`src/design/dcb_pkg.sv`:
```
// Shared types, codes and defaults of the batched 2-D convolution block.
// Depends on nothing; imported by every module of the block but dcb_ram.
package dcb_pkg;

  // Default sizes of the stores and arithmetic
  localparam int DEF_IN_DEPTH     = 4096;
  localparam int DEF_WEIGHT_DEPTH = 4096;
  localparam int DEF_OUT_DEPTH    = 4096;
  localparam int DEF_DATA_WIDTH   = 16;
  localparam int DEF_ACC_WIDTH    = 48;

  // Fixed field widths
  localparam int INDEX_W  = 12;
  localparam int VALUE_W  = 16;
  localparam int RESULT_W = 48;
  localparam int PADDR_W  = 5;
  localparam int PDATA_W  = 32;

  // Item kinds
  typedef enum logic [1:0] {
    KIND_LOAD_IN  = 2'd0,
    KIND_LOAD_W   = 2'd1,
    KIND_RUN      = 2'd2,
    KIND_READ     = 2'd3
  } kind_t;

  // Register indexes
  typedef enum logic [2:0] {
    REG_BATCH    = 3'd0,
    REG_IN_CH    = 3'd1,
    REG_OUT_CH   = 3'd2,
    REG_OUT_ROWS = 3'd3,
    REG_OUT_COLS = 3'd4,
    REG_KERNEL   = 3'd5
  } reg_idx_t;

  typedef struct packed {
    logic [4:0] batch_size;
    logic [4:0] in_channels;
    logic [4:0] out_channels;
    logic [5:0] out_rows;
    logic [5:0] out_cols;
    logic [2:0] kernel_size;
  } cfg_t;

  typedef enum logic [2:0] {
    ST_IDLE,
    ST_SIZE1,
    ST_SIZE2,
    ST_MAC,
    ST_DRAIN
  } state_t;

  // Controller to datapath
  typedef struct packed {
    logic wr_in;
    logic wr_w;
    logic rd_out;
    logic load_out;
    logic init;
    logic step;
  } cmd_t;

  // Datapath to controller
  typedef struct packed {
    logic size_bad;
    logic empty;
    logic all_last;
    logic pipe_busy;
  } sts_t;

endpackage

```
`src/design/dcb_ctrl.sv`:
```
// Controller: handshake, run sequencing and result word control.
// Depends on dcb_pkg for state_t, cmd_t and sts_t.
module dcb_ctrl (
  input  logic          clk,
  input  logic          rst,
  input  logic          in_valid,
  input  logic [1:0]    in_kind,
  output logic          in_ready,
  output logic          out_valid,
  input  logic          out_ready,
  input  dcb_pkg::sts_t sts,
  output dcb_pkg::cmd_t cmd
);
  import dcb_pkg::*;

  state_t state, state_next;
  logic   rd_pend;
  logic   accept;
  kind_t  kind;

  assign kind     = kind_t'(in_kind);
  assign in_ready = (state == ST_IDLE) && !rd_pend && (!out_valid || out_ready);
  assign accept   = in_valid && in_ready;

  // Hold state, read pending flag and result valid
  always_ff @(posedge clk) begin
    if (rst) begin
      state     <= ST_IDLE;
      rd_pend   <= 1'b0;
      out_valid <= 1'b0;
    end else begin
      state   <= state_next;
      rd_pend <= cmd.rd_out;
      if (cmd.load_out) begin
        out_valid <= 1'b1;
      end else if (out_ready) begin
        out_valid <= 1'b0;
      end
    end
  end

  // Next state and commands
  always_comb begin
    state_next   = state;
    cmd          = '0;
    cmd.load_out = rd_pend;
    unique case (state)
      ST_IDLE: begin
        if (accept) begin
          unique case (kind)
            KIND_LOAD_IN: cmd.wr_in  = 1'b1;
            KIND_LOAD_W:  cmd.wr_w   = 1'b1;
            KIND_RUN:     state_next = ST_SIZE1;
            KIND_READ:    cmd.rd_out = 1'b1;
            default: ;
          endcase
        end
      end
      ST_SIZE1: state_next = ST_SIZE2;
      ST_SIZE2: begin
        cmd.init   = 1'b1;
        state_next = (sts.size_bad || sts.empty) ? ST_IDLE : ST_MAC;
      end
      ST_MAC: begin
        cmd.step = 1'b1;
        if (sts.all_last) begin
          state_next = ST_DRAIN;
        end
      end
      ST_DRAIN: begin
        if (!sts.pipe_busy) begin
          state_next = ST_IDLE;
        end
      end
      default: state_next = ST_IDLE;
    endcase
  end
endmodule

```
`config.mk`:
```
export PLATFORM = sky130hd
export DESIGN_NAME = dcb_ctrl
export DESIGN_NICKNAME = d
export VERILOG_FILES = /design/src/design/dcb_pkg.sv /design/src/design/dcb_ctrl.sv
export SDC_FILE = /design/constraint.sdc
export NUM_CORES = 1
export LEC_CHECK = 0
export BUFFER_PORTS_ARGS = -buffer_cell sky130_fd_sc_hd__buf_2
export CAP_MARGIN = 10
export CORE_AREA = 2 2 39 41
export CTS_CLUSTER_DIAMETER = 40
export DETAILED_ROUTE_END_ITERATION = 8
export DIE_AREA = 0 0 41 43
export SYNTH_ARGS = -nofsm -noshare
export SYNTH_HDL_FRONTEND = slang
export SYNTH_SLANG_ARGS = --single-unit
```
`constraint.sdc`:
```
create_clock -name clk -period 3.7 [get_ports clk]
set_input_delay 0.37 -clock clk [delete_from_list [all_inputs] [get_ports clk]]
set_output_delay 0.37 -clock clk [all_outputs]
set_load 0.005 [all_outputs]
```
==> results.md <==
- Run status: completed
- Min Clock Period, post-route: 1.979 ns
- Final number of hold-violating endpoints: 0
- Worst-case headroom to the max-slew limit: 75.85%
- Post-CTS setup buffer count: 0
- LEAKAGE: 0.1927 nW
- All-layer global routing usage: 10.23%
- Most frequent standard cell in the layout excluding fill and tap cells: sky130_fd_sc_hd__buf_2
- Number of synthesized register bits: 5
- Pre-Repair DR Iteration Count: 3
- Routed length per instance: 10.25 um
- Final hold slack: 0.3816 ns
- # port buffers: 17
- Clock latency of the later-clocked register in the worst-skew pair: 0.23 ns
- TNS Setup: 0 ns
- Reg-to-reg critical path startpoint: state[0]$_SDFFE_PP0P_
- Worst Clk Skew: 0.001410 ns
- Fraction of power consumed by combinational cells: 15.5%
- Required time of the worst setup path: 3.33 ns
- Reg2Reg Setup Slack: 2.19 ns
- Post-CTS sizing: 0
- Drc violations: 0
- Number of distinct standard cells referenced by the synthesized netlist: 24
- Post-placement cell count: 69
- Inserted Clock Buffers: 3
- Number of warnings issued by yosys: 0
- Maximum clock insertion buffer count: 2
- CTS Sinks: 5
- Count of filler cells inserted in the layout: 158
- Post-route clock period utilization: 53.49%
- Number of antenna repair diodes: 0
- Number of nets in the final layout: 68
- Post-synth top area share: 30.53%
- Switching share of total power: 23.16%
- Peak Freq: 0.5053 GHz
- Setup slack after layout: 1.721 ns
- Total setup violations reported at the end of the flow: 0
- Origin of the worst min-delay path: rst
- Non-Filler Cell Area, Final: 440.4 um^2
- Total vias in the final route: 351
- Depth of the CTS H-tree: 1
- CP Capture Type: output port
- Via count of the first global-routing pass: 305
- Antenna viol nets, final: 0
- Final RePlAce weighted congestion: 0.6437
- Starting density of the core: 23.69%
- Clk pin slew, worst setup/hold paths: 0.04 ns
- Maximum cell stage delay along the critical path: 0.37 ns
- Critical path, cell by cell: nor3_1, nor3b_2, nand2_1, nor3b_1, buf_2
- Post-Syn Instances: 38
- Setup repair after global routing missed its margin: no
- # IOs: 18
- Setup CP Type: flip-flop to output port
- Path type of the worst min-delay path: primary input to flip-flop
- Initial antenna violation count: 0
- Clock power frac: 43.5%
- Maximum fanout along the worst path: 10
- Kind of start point of the critical path: flip-flop
- Largest net degree at the start of global routing: 11
- Total area of multi-input combinational cells: 201.4 um^2
- Timing startpoint of the critical path: state[0]$_SDFFE_PP0P_
- Area of the core region: 1384 um^2
- Max cap viols: 0
- Net Sw Power: 32.25 uW
- Post-Layout Cell Count: 73
- GR Overflow Total: 0
- Pre-CTS WS: 1.955 ns
- Layout cell share with drive strength beyond 1: 40.35%
- DRT Wirelength: 748 um
- Detailed Route Iter0 Violations: 3
- Arrival time reported for the critical path endpoint: 1.61 ns
- Global-route wire length before repair: 1.173 mm
- Worst IR drop on VDD: 0.1783 mV
- CTS tree: built
- Cell Area, Placed: 414.1 um^2
- Register Area: 100.1 um^2
- DIE AREA: 1763 um^2
- Width of the die: 41 um
- Count of pins over their slew limit: 0
- Reg power frac: 41.0%
- Synthesized area divided by synthesized cell count: 8.627 um^2
- Post-synthesis instance area: 327.8 um^2
- Vertical die dimension: 43 um
- Detail Placement HPWL: 628.8 um
- Dominant cells by area after synthesis: sky130_fd_sc_hd__dfxtp_1 (31%), sky130_fd_sc_hd__nor4_4 (6.5%), sky130_fd_sc_hd__nor3_1 (6.1%)
- Post-Synthesis Net Count: 48
- Worst-Margin Slew: 0.3615 ns
- Growth of design area from synthesis to finish: 34.35%
- Post-CTS Hold Buffers: 0
- CTS root buffer: sky130_fd_sc_hd__clkbuf_4
- Fraction of the yosys area taken by sequential cells: 30.53%
- DR vias/cell: 4.808
- Dominant cell type by area after synthesis: sky130_fd_sc_hd__dfxtp_1
- Std-Cell Rows: 14
- Areal power density over the cells: 316.1 nW/um^2
- Power Internal: 107.0 uW
- Commonest cells after routing, fill and taps aside: sky130_fd_sc_hd__buf_2 (17), sky130_fd_sc_hd__nor2_1 (5), sky130_fd_sc_hd__dfxtp_1 (5)
- Worst-path cell with the longest stage delay: sky130_fd_sc_hd__dfxtp_1
## power groups by stage
stage / combinational [mW] / clock (mW) / sequential [mW]
after floorplan: 0.0123 / 0 / 0.0573
after global placement: 0.0215 / 0 / 0.0579
after detailed placement: 0.0220 / 0 / 0.0580
after CTS: 0.0221 / 0.0643 / 0.0570
after global routing: 0.0242 / 0.0699 / 0.0572
final: 0.0216 / 0.0605 / 0.0571
## final timing paths
kind              cells past startpoint               endpoint
setup / recovery                      5                 cmd[4]
hold / removal                        2  state[0]$_SDFFE_PP0P_
setup reg to reg                      4  state[2]$_SDFFE_PP0P_
hold reg to reg                       1  state[1]$_SDFFE_PP0P_
## layout make-up
class	instances	share of cell area, %
clock buffer	4	5.966
inverter	2	1.705
multi-input combinational	29	45.74
sequential	5	22.73
tap	16	4.545
timing repair buffer	17	19.32
## metrics by stage
step	total power [mW]	utilization, %
5_1_grt	0.1513	31.83
2_1_floorplan	0.06960	-
6_report	0.1392	31.83
3_3_place_gp	0.07941	29.93
4_1_cts	0.1434	31.83
3_5_place_dp	0.07995	29.93
## worst max-delay path, delay by kind of cell (launching register included)
kind,cells,cell delay (ns)
buffers and inverters,1,0.13
AND/OR/NAND/NOR,4,0.87
flip-flops,1,0.37
## kinds of logic (layout without fill, tap and decap cells)
group                  Yosys count  in the layout  synth area share (%)
AND/OR/NAND/NOR                 23             23                 48.48
AO/OA/AOI/OAI                    6              6                 12.98
flip-flops                       5              5                 30.54
buffers and inverters            4             23                 8.017
## cell usage after synthesis
cell type                  number
sky130_fd_sc_hd__a21oi_1        1
sky130_fd_sc_hd__nor2b_1        1
sky130_fd_sc_hd__buf_6          1
sky130_fd_sc_hd__or4b_4         1
sky130_fd_sc_hd__and3_1         1
sky130_fd_sc_hd__nand3_1        1
sky130_fd_sc_hd__nor4bb_1       1
sky130_fd_sc_hd__inv_1          2
sky130_fd_sc_hd__nor4b_1        1
sky130_fd_sc_hd__nand2_1        2
sky130_fd_sc_hd__nor4_4         1
sky130_fd_sc_hd__dfxtp_1        5
sky130_fd_sc_hd__nor3b_1        2
sky130_fd_sc_hd__or2b_1         1
sky130_fd_sc_hd__o211ai_1       1
sky130_fd_sc_hd__nor3_1         4
sky130_fd_sc_hd__buf_4          1
sky130_fd_sc_hd__o31ai_1        1
sky130_fd_sc_hd__o41ai_1        1
sky130_fd_sc_hd__a211oi_1       1
sky130_fd_sc_hd__nor3b_2        1
sky130_fd_sc_hd__nand2b_1       1
sky130_fd_sc_hd__a31oi_1        1
sky130_fd_sc_hd__nor2_1         5
## registers in the layout, summed over array words and instances (netlist names)
name	flops
rd_pend	1
state	3
out_valid	1
## metal layers
layer	global-route usage (%)	share of wire [%]	up-vias
met5	0	0	-
met1	10.26	42	164
met4	8.000	0.80	0
li1	-	-	181
met3	3.141	3.5	2
met2	16.25	54	4
No activity file was read; power rests on OpenSTA's default activity.
