**src/design/dcb_pkg.sv**
```systemverilog
// Shared types, codes and defaults of the batched 2-D convolution block.
// Depends on nothing; imported by every module of the block but dcb_ram.
package dcb_pkg;

  // Default sizes of the stores and arithmetic
  localparam int DEF_IN_DEPTH     = 4096;
  localparam int DEF_WEIGHT_DEPTH = 4096;
  localparam int DEF_OUT_DEPTH    = 4096;
  localparam int DEF_DATA_WIDTH   = 16;
  localparam int DEF_ACC_WIDTH    = 48;

  // Fixed field widths
  localparam int INDEX_W  = 12;
  localparam int VALUE_W  = 16;
  localparam int RESULT_W = 48;
  localparam int PADDR_W  = 5;
  localparam int PDATA_W  = 32;

  // Item kinds
  typedef enum logic [1:0] {
    KIND_LOAD_IN  = 2'd0,
    KIND_LOAD_W   = 2'd1,
    KIND_RUN      = 2'd2,
    KIND_READ     = 2'd3
  } kind_t;

  // Register indexes
  typedef enum logic [2:0] {
    REG_BATCH    = 3'd0,
    REG_IN_CH    = 3'd1,
    REG_OUT_CH   = 3'd2,
    REG_OUT_ROWS = 3'd3,
    REG_OUT_COLS = 3'd4,
    REG_KERNEL   = 3'd5
  } reg_idx_t;

  typedef struct packed {
    logic [4:0] batch_size;
    logic [4:0] in_channels;
    logic [4:0] out_channels;
    logic [5:0] out_rows;
    logic [5:0] out_cols;
    logic [2:0] kernel_size;
  } cfg_t;

  typedef enum logic [2:0] {
    ST_IDLE,
    ST_SIZE1,
    ST_SIZE2,
    ST_MAC,
    ST_DRAIN
  } state_t;

  // Controller to datapath
  typedef struct packed {
    logic wr_in;
    logic wr_w;
    logic rd_out;
    logic load_out;
    logic init;
    logic step;
  } cmd_t;

  // Datapath to controller
  typedef struct packed {
    logic size_bad;
    logic empty;
    logic all_last;
    logic pipe_busy;
  } sts_t;

endpackage

```
**src/design/dcb_regs.sv**
```systemverilog
// APB-style configuration registers of the convolution block.
// Depends on dcb_pkg for cfg_t and register indexes.
module dcb_regs (
  input  logic                   clk,
  input  logic                   rst,
  input  logic                   psel,
  input  logic                   penable,
  input  logic                   pwrite,
  input  logic [dcb_pkg::PADDR_W-1:0] paddr,
  input  logic [dcb_pkg::PDATA_W-1:0] pwdata,
  output logic [dcb_pkg::PDATA_W-1:0] prdata,
  output logic                   pready,
  output dcb_pkg::cfg_t          cfg
);
  import dcb_pkg::*;

  logic     wr_en;
  reg_idx_t sel;

  assign pready = 1'b1;
  assign wr_en  = psel && penable && pwrite && pready;
  assign sel    = reg_idx_t'(paddr[PADDR_W-1:2]);

  // Write the addressed register, drop writes past the list
  always_ff @(posedge clk) begin
    if (rst) begin
      cfg.batch_size   <= 5'd1;
      cfg.in_channels  <= 5'd1;
      cfg.out_channels <= 5'd1;
      cfg.out_rows     <= 6'd1;
      cfg.out_cols     <= 6'd1;
      cfg.kernel_size  <= 3'd1;
    end else if (wr_en) begin
      unique case (sel)
        REG_BATCH:    cfg.batch_size   <= pwdata[4:0];
        REG_IN_CH:    cfg.in_channels  <= pwdata[4:0];
        REG_OUT_CH:   cfg.out_channels <= pwdata[4:0];
        REG_OUT_ROWS: cfg.out_rows     <= pwdata[5:0];
        REG_OUT_COLS: cfg.out_cols     <= pwdata[5:0];
        REG_KERNEL:   cfg.kernel_size  <= pwdata[2:0];
        default: ;
      endcase
    end
  end

  // Read back the addressed register
  always_comb begin
    prdata = '0;
    unique case (sel)
      REG_BATCH:    prdata = PDATA_W'(cfg.batch_size);
      REG_IN_CH:    prdata = PDATA_W'(cfg.in_channels);
      REG_OUT_CH:   prdata = PDATA_W'(cfg.out_channels);
      REG_OUT_ROWS: prdata = PDATA_W'(cfg.out_rows);
      REG_OUT_COLS: prdata = PDATA_W'(cfg.out_cols);
      REG_KERNEL:   prdata = PDATA_W'(cfg.kernel_size);
      default:      prdata = '0;
    endcase
  end
endmodule

```
**config.mk**
```make
export PLATFORM = sky130hd
export DESIGN_NAME = dcb_regs
export DESIGN_NICKNAME = d
export VERILOG_FILES = /design/src/design/dcb_pkg.sv /design/src/design/dcb_regs.sv
export SDC_FILE = /design/constraint.sdc
export NUM_CORES = 1
export LEC_CHECK = 0
export BUFFER_PORTS_ARGS = -buffer_cell sky130_fd_sc_hd__buf_2
export CORE_UTILIZATION = 32
export CTS_CLUSTER_DIAMETER = 100
export DETAILED_ROUTE_END_ITERATION = 8
export GPL_TIMING_DRIVEN = 0
export MAX_ROUTING_LAYER = met4
export PLACE_DENSITY = 0.62
export SLEW_MARGIN = 0
export SYNTH_ARGS = -nofsm -noshare
export SYNTH_HDL_FRONTEND = slang
export SYNTH_SLANG_ARGS = --single-unit
```
**constraint.sdc**
```tcl
create_clock -name clk -period 5.5 [get_ports clk]
set_clock_uncertainty 0.2 [all_clocks]
set_input_delay 1.375 -clock clk [delete_from_list [all_inputs] [get_ports clk]]
set_output_delay 1.375 -clock clk [all_outputs]
set_load 0.005 [all_outputs]
```
==> impl_metrics.json, run 1 <==
{
  "min_path_type": "reg2reg",
  "tightest_slew_ns": 0.5257,
  "critPathArrivalTime_ns": 2.58,
  "preCtsSetupSlack_ns": 1.362,
  "powerDensity_nw_per_um2": 206.5,
  "grt_pass1_vias": 1333,
  "worstSetupEndpointType": "primary output",
  "yosysTopAreaCell": "dfxtp_1",
  "hpwlAfterDp_um": 3097,
  "synth.avg_cell_area_um2": 9.295,
  "clk_pin_slew_ns": 0.06,
  "io_pins": 105,
  "antenna_left": 0,
  "grt_setup_unrepaired": "no",
  "vdd_drop_max_uv": 150.4,
  "holdWs_ns": 0.2859,
  "syn_area_um2": 1692,
  "postCtsSetupRepairBufs": 0,
  "hold_viol": 0,
  "drv_cap": 0,
  "async_flop_share_pct": 0,
  "cp_cell_sequence": "buf_2 -> buf_2 -> mux2_2 -> a22oi_1 -> o21ai_0 -> buf_2",
  "ys_warn_count": 0,
  "hold_path_end": "cfg[26]",
  "r2r_setup_slack_ns": 4.66,
  "synth_top_cell_area_share_pct": 35.50,
  "fmax_ghz": 0.2408,
  "hold_depth": 2,
  "report.final.slew_viol_count": 0,
  "cp-start-kind": "input pin",
  "fin_ws_ns": 1.347,
  "rows": 26,
  "core_area_um2": 5107,
  "grt_max_degree": 11,
  "netlist_instances": 182,
  "avgRoutedWirePerCell_um": 12.63,
  "synth_ff_type": "dfxtp_1",
  "dieArea_um2": 5581,
  "synthTopCellsByArea": "dfxtp_1, mux2i_1, buf_4",
  "num_vias": 1420,
  "diodes": 0,
  "r2r-end": "cfg[8]",
  "required_ns": 3.92,
  "final.setup.tns_ns": 0,
  "grt_first_pass_wirelength_um": 6492,
  "antenna_found_initial": 0,
  "via_per_inst": 4.303,
  "crit_type": "in2out",
  "status": "finished, final reports clean",
  "synth_commonest_cells": "mux2i_1, dfxtp_1, nand2b_1, buf_4, nor2_1",
  "place_inst": 324,
  "firstDrtPassIters": 4,
  "synth-seq-cells": 30,
  "largest_reg_flops": 30,
  "slowest_stage": "mux2_2",
  "path_common_cell": "buf_2",
  "fp.dieH_um": 74.71,
  "place.gp.congestion": 0.7965,
  "cts_tree": "done",
  "cts_buffers": 5,
  "leakage_nw": 1.193,
  "layout-area-overhead-vs-synth_pct": 29.51,
  "worst-r2r-cell-count": 2,
  "hold_buffers": 0,
  "clock-sinks": 30,
  "r2r_start": "cfg[8]",
  "clock_path_buffers": 2,
  "slew_headroom_pct": 64.88,
  "setup_viol": 0,
  "fin_crit_ns": 4.153,
  "instances_no_fill": 330,
  "drt_wl_total_um": 4169,
  "reg.largest.list": "cfg x30",
  "yosys.cell_types.count": 28,
  "crit_family": "buffers and inverters",
  "min_period_over_period_pct": 75.51,
  "track_usage_pct": 16.88,
  "htreeDepth": 2,
  "initial_core_util_pct": 33.12,
  "cts_resized": 0,
  "fin_nets": 303,
  "cp_max_fo": 10,
  "clockRootBuffer": "clkbuf_8",
  "port_buffers": 47,
  "largest_register": "cfg",
  "clock_latency_ns": 0.28,
  "grt_remaining_overflow": 0,
  "min_from": "cfg[26]",
  "max_stage_delay_ns": 0.37,
  "drt-initial-drc-count": 66,
  "die_w_um": 74.71,
  "ys_seq_area_share_pct": 35.50,
  "drc_errors": 0,
  "yosysMostFrequentCell": "mux2i_1",
  "synth-edff-count": 0,
  "drive_gt1_share_pct": 35.38,
  "crit_buf_inv": 3,
  "final_util_pct": 42.90
}
[routing by layer]
metal | vias up | track usage [%] | wire length (um)
li1 | 714 | - | -
met1 | 646 | 19.85 | 1865
met2 | 55 | 27.33 | 1976
met3 | 5 | 4.819 | 267
met4 | 0 | 6.289 | 60
met5 | - | - | 0
[final cells by class]
type	count	area [um2]
Tap cell	70	87.58
Sequential cell	30	600.6
Clock buffer	6	82.58
Timing Repair Buffer	47	235.2
Multi-Input combinational cell	140	928.4
Fill cell	526	2917
Buffer	37	256.5
[metrics by stage]
stage               area [um2]  total power, W
floorplan                 1785       0.0002650
global placement          2108       0.0002800
detailed placement        2108       0.0002801
CTS                       2191       0.0004565
finish                    2191       0.0004524
global route              2191       0.0004764
[worst max path at each step]
stage                     startpoint         to  slack, ns  cells past startpoint
final                       paddr[2]  prdata[0]       1.35                      6
after global routing        paddr[2]  prdata[0]       1.21                      6
after CTS                   paddr[2]  prdata[0]       1.35                      6
after detailed placement    paddr[4]  prdata[1]       1.36                      5
after global placement      paddr[4]  prdata[1]       1.36                      5
after floorplan             paddr[2]  prdata[0]       1.64                      5
[report_power, final]
group | internal [W] | switching, W
logic | 0.0000281 | 0.0000275
registers | 0.000219 | 0.00000121
clock network | 0.0000963 | 0.0000804
total | 0.000343 | 0.000109
[kinds of logic (layout without fill, tap and decap cells)]
kind of cell           after synthesis  in the layout  share of synthesized area, %
DFF                                 30             30                         35.50
and+or+nand+nor                     63             63                         21.30
AOI/OAI and AO/OA                   12             12                         4.660
muxes                               38             38                         22.93
other                                2             27                        0.4440
buffers and inverters               37             90                         15.16
[cell usage in the layout (no fill, tap or decap), drive strengths merged, types with 2 or more instances in the layout]
| cell | synthesis | routed |
|---|---|---|
| nor2 | 9 | 9 |
| and3 | 2 | 2 |
| conb | 2 | 27 |
| buf | 33 | 80 |
| and2 | 2 | 2 |
| dfxtp | 30 | 30 |
| nand2b | 29 | 29 |
| nor2b | 2 | 2 |
| nand3b | 2 | 2 |
| mux2 | 6 | 6 |
| nand2 | 8 | 8 |
| mux2i | 32 | 32 |
| nand3 | 4 | 4 |
| o21ai | 3 | 3 |
| a21oi | 2 | 2 |
| clkbuf | 4 | 10 |
| a22oi | 5 | 5 |
[worst min-delay path: stages, from the launching register on]
cell and delay [ns]:
dfxtp_1 0.32, nand2b_1 0.06, mux2i_1 0.06
Power figures use the tool's default switching activity.
==> inputs of run 2 (changes only) <==
ABC_AREA = 1   (was not set)
PLACE_DENSITY = 0.63   (was 0.62)
clock period = 3.6 ns   (was 5.5 ns; I/O delays follow)
==> impl_metrics.json, run 2 <==
{
  "cp_max_fo": 9,
  "clock_path_buffers": 2,
  "synth_xor_area_share_pct": 0,
  "reg.largest.list": "cfg x30",
  "synth_ff_type": "dfxtp_1",
  "place_inst": 423,
  "required_ns": 2.50,
  "clockRootBuffer": "clkbuf_8",
  "synth_compound_area_share_pct": 1.902,
  "final_common_cell": "nand2_1",
  "syn_area_um2": 1842,
  "instances_no_fill": 431,
  "netlist_instances": 278,
  "antenna_left": 0,
  "largest_register": "cfg",
  "initial_core_util_pct": 33.24,
  "cp_cell_sequence": "buf_2 -> inv_2 -> nand2_2 -> nor2_2 -> nand2_1 -> nand2_1 -> inv_1 -> nand2_1 -> buf_2",
  "drc_errors": 0,
  "postCtsSetupRepairBufs": 0,
  "finalPower_w": 0.0007381,
  "drt-initial-drc-count": 61,
  "clock_latency_ns": 0.29,
  "yosysMostFrequentCell": "nand2_1",
  "num_vias": 1889,
  "core_area_um2": 5540,
  "r2r_setup_slack_ns": 2.78,
  "die_w_um": 77.87,
  "report.final.slew_viol_count": 0,
  "fin_nets": 400,
  "fp.dieH_um": 77.87,
  "hpwlAfterDp_um": 3697,
  "clk_pin_slew_ns": 0.06,
  "synth-seq-cells": 30,
  "critPathArrivalTime_ns": 1.90,
  "fmax_ghz": 0.3335,
  "synth_top_cell_area_share_pct": 32.61,
  "port_buffers": 48,
  "yosysTopAreaCell": "dfxtp_1",
  "place.gp.congestion": 0.8751,
  "leakage_nw": 1.207,
  "ys_warn_count": 0,
  "path_common_cell": "nand2_1",
  "io_pins": 105,
  "powerDensity_nw_per_um2": 313.1,
  "synthMuxAreaShare_pct": 0,
  "diodes": 0,
  "grt_setup_unrepaired": "no",
  "async_flop_share_pct": 0,
  "drv_cap": 0,
  "vdd_drop_max_uv": 130.9,
  "grt_max_degree": 11,
  "min_period_over_period_pct": 83.29,
  "max_stage_delay_ns": 0.24,
  "grt_remaining_overflow": 0,
  "holdWs_ns": 0.2975,
  "rows": 27,
  "grt_first_pass_wirelength_um": 7900,
  "yosys.cell_types.count": 23,
  "final_cell_mix": "nand2_1, nor2_1, buf_2, buf_4, dfxtp_1",
  "largest_reg_flops": 30,
  "firstDrtPassIters": 6,
  "cts_tree": "done",
  "tightest_slew_ns": 0.5116,
  "r2r_start": "cfg[9]",
  "setup_viol": 0,
  "via_per_inst": 4.383,
  "drive_gt1_share_pct": 31.20,
  "ys_seq_area_share_pct": 32.61,
  "clock-sinks": 30,
  "synthTopCellsByArea": "dfxtp_1, nand2_1, nor2_1",
  "synth_commonest_cells": "nand2_1, nor2_1, buf_4, dfxtp_1, nand3_1",
  "r2r-end": "cfg[9]",
  "synth-edff-count": 0,
  "grt_pass1_vias": 1696,
  "synth_top_family_by_area": "simple AND/OR/NAND/NOR gates",
  "synth-simple-area-share_pct": 45.99,
  "layout-area-overhead-vs-synth_pct": 27.99,
  "htreeDepth": 2,
  "synthAdderAreaFrac_pct": 0,
  "critPathCapture": "prdata[0]",
  "synth.avg_cell_area_um2": 6.625,
  "slew_headroom_pct": 65.89,
  "drt_wl_total_um": 4701,
  "dieArea_um2": 6063,
  "status": "finished, final reports clean",
  "hold_buffers": 0,
  "crit_type": "in2out",
  "min_path_type": "reg2reg",
  "worstSetupEndpointType": "primary output",
  "hold_viol": 0,
  "antenna_found_initial": 0,
  "avgRoutedWirePerCell_um": 10.91,
  "final.setup.tns_ns": 0,
  "cts_buffers": 5,
  "fin_crit_ns": 2.999,
  "worst-r2r-cell-count": 2,
  "cp-start-kind": "input pin",
  "startpoint": "paddr[3]",
  "cts_resized": 0,
  "track_usage_pct": 17.47,
  "slowest_stage": "nor2_2"
}
==> run 2: final cells by class <==
type                    count  area [um2]
flip-flops and latches     30       600.6
well taps                  72       90.09
plain buffers              38       274.0
fillers                   625        3183
repair buffers             48       240.2
multi-input cells         215       983.4
clock inverters             1       5.005
inverters                  20       77.57
clock buffers               7       86.33
==> run 2: how the worst min path moves through the flow <==
stage | from | end | cells after the start
final | cfg[25] | cfg[25] | 2
after global routing | cfg[14] | cfg[14] | 2
after CTS | cfg[15] | cfg[15] | 2
after detailed placement | cfg[15] | cfg[15] | 2
after global placement | cfg[3] | cfg[3] | 2
after floorplan | cfg[15] | cfg[15] | 2
==> run 2: kinds of logic (layout without fill, tap and decap cells) <==
logic type,after synthesis,after routing
simple gates,181,181
flops,30,30
buf+inv,58,114
other cells,2,27
compound gates,7,7
==> run 2: critical path: cells and delay by family <==
| family | cells | cell delay, ns |
|---|---|---|
| AND/OR/NAND/NOR | 5 | 0.55 |
| buffers and inverters | 4 | 0.45 |
==> run 2: per-stage QoR <==
step | util [%] | instance area [um2] | worst slack [ns]
global placement | 40.90 | 2266 | 0.6328
global route | 42.55 | 2357 | 0.5195
floorplan | - | 1936 | 0.9330
detailed placement | 40.90 | 2266 | 0.6305
finish | 42.55 | 2357 | 0.6015
CTS | 42.55 | 2357 | 0.6279
==> run 2: power breakdown <==
part,internal (W),switching [W]
Clock,0.000154,0.000131
Combinational,0.0000470,0.0000666
Sequential,0.000336,0.00000338
Total,0.000537,0.000201
==> run 2: metal layers <==
metal	routed length, um	global-route usage [%]	vias up
met5	0	-	-
met4	72	6.981	0
met3	365	5.176	6
met2	2112	26.46	67
met1	2151	21.64	833
li1	-	-	983
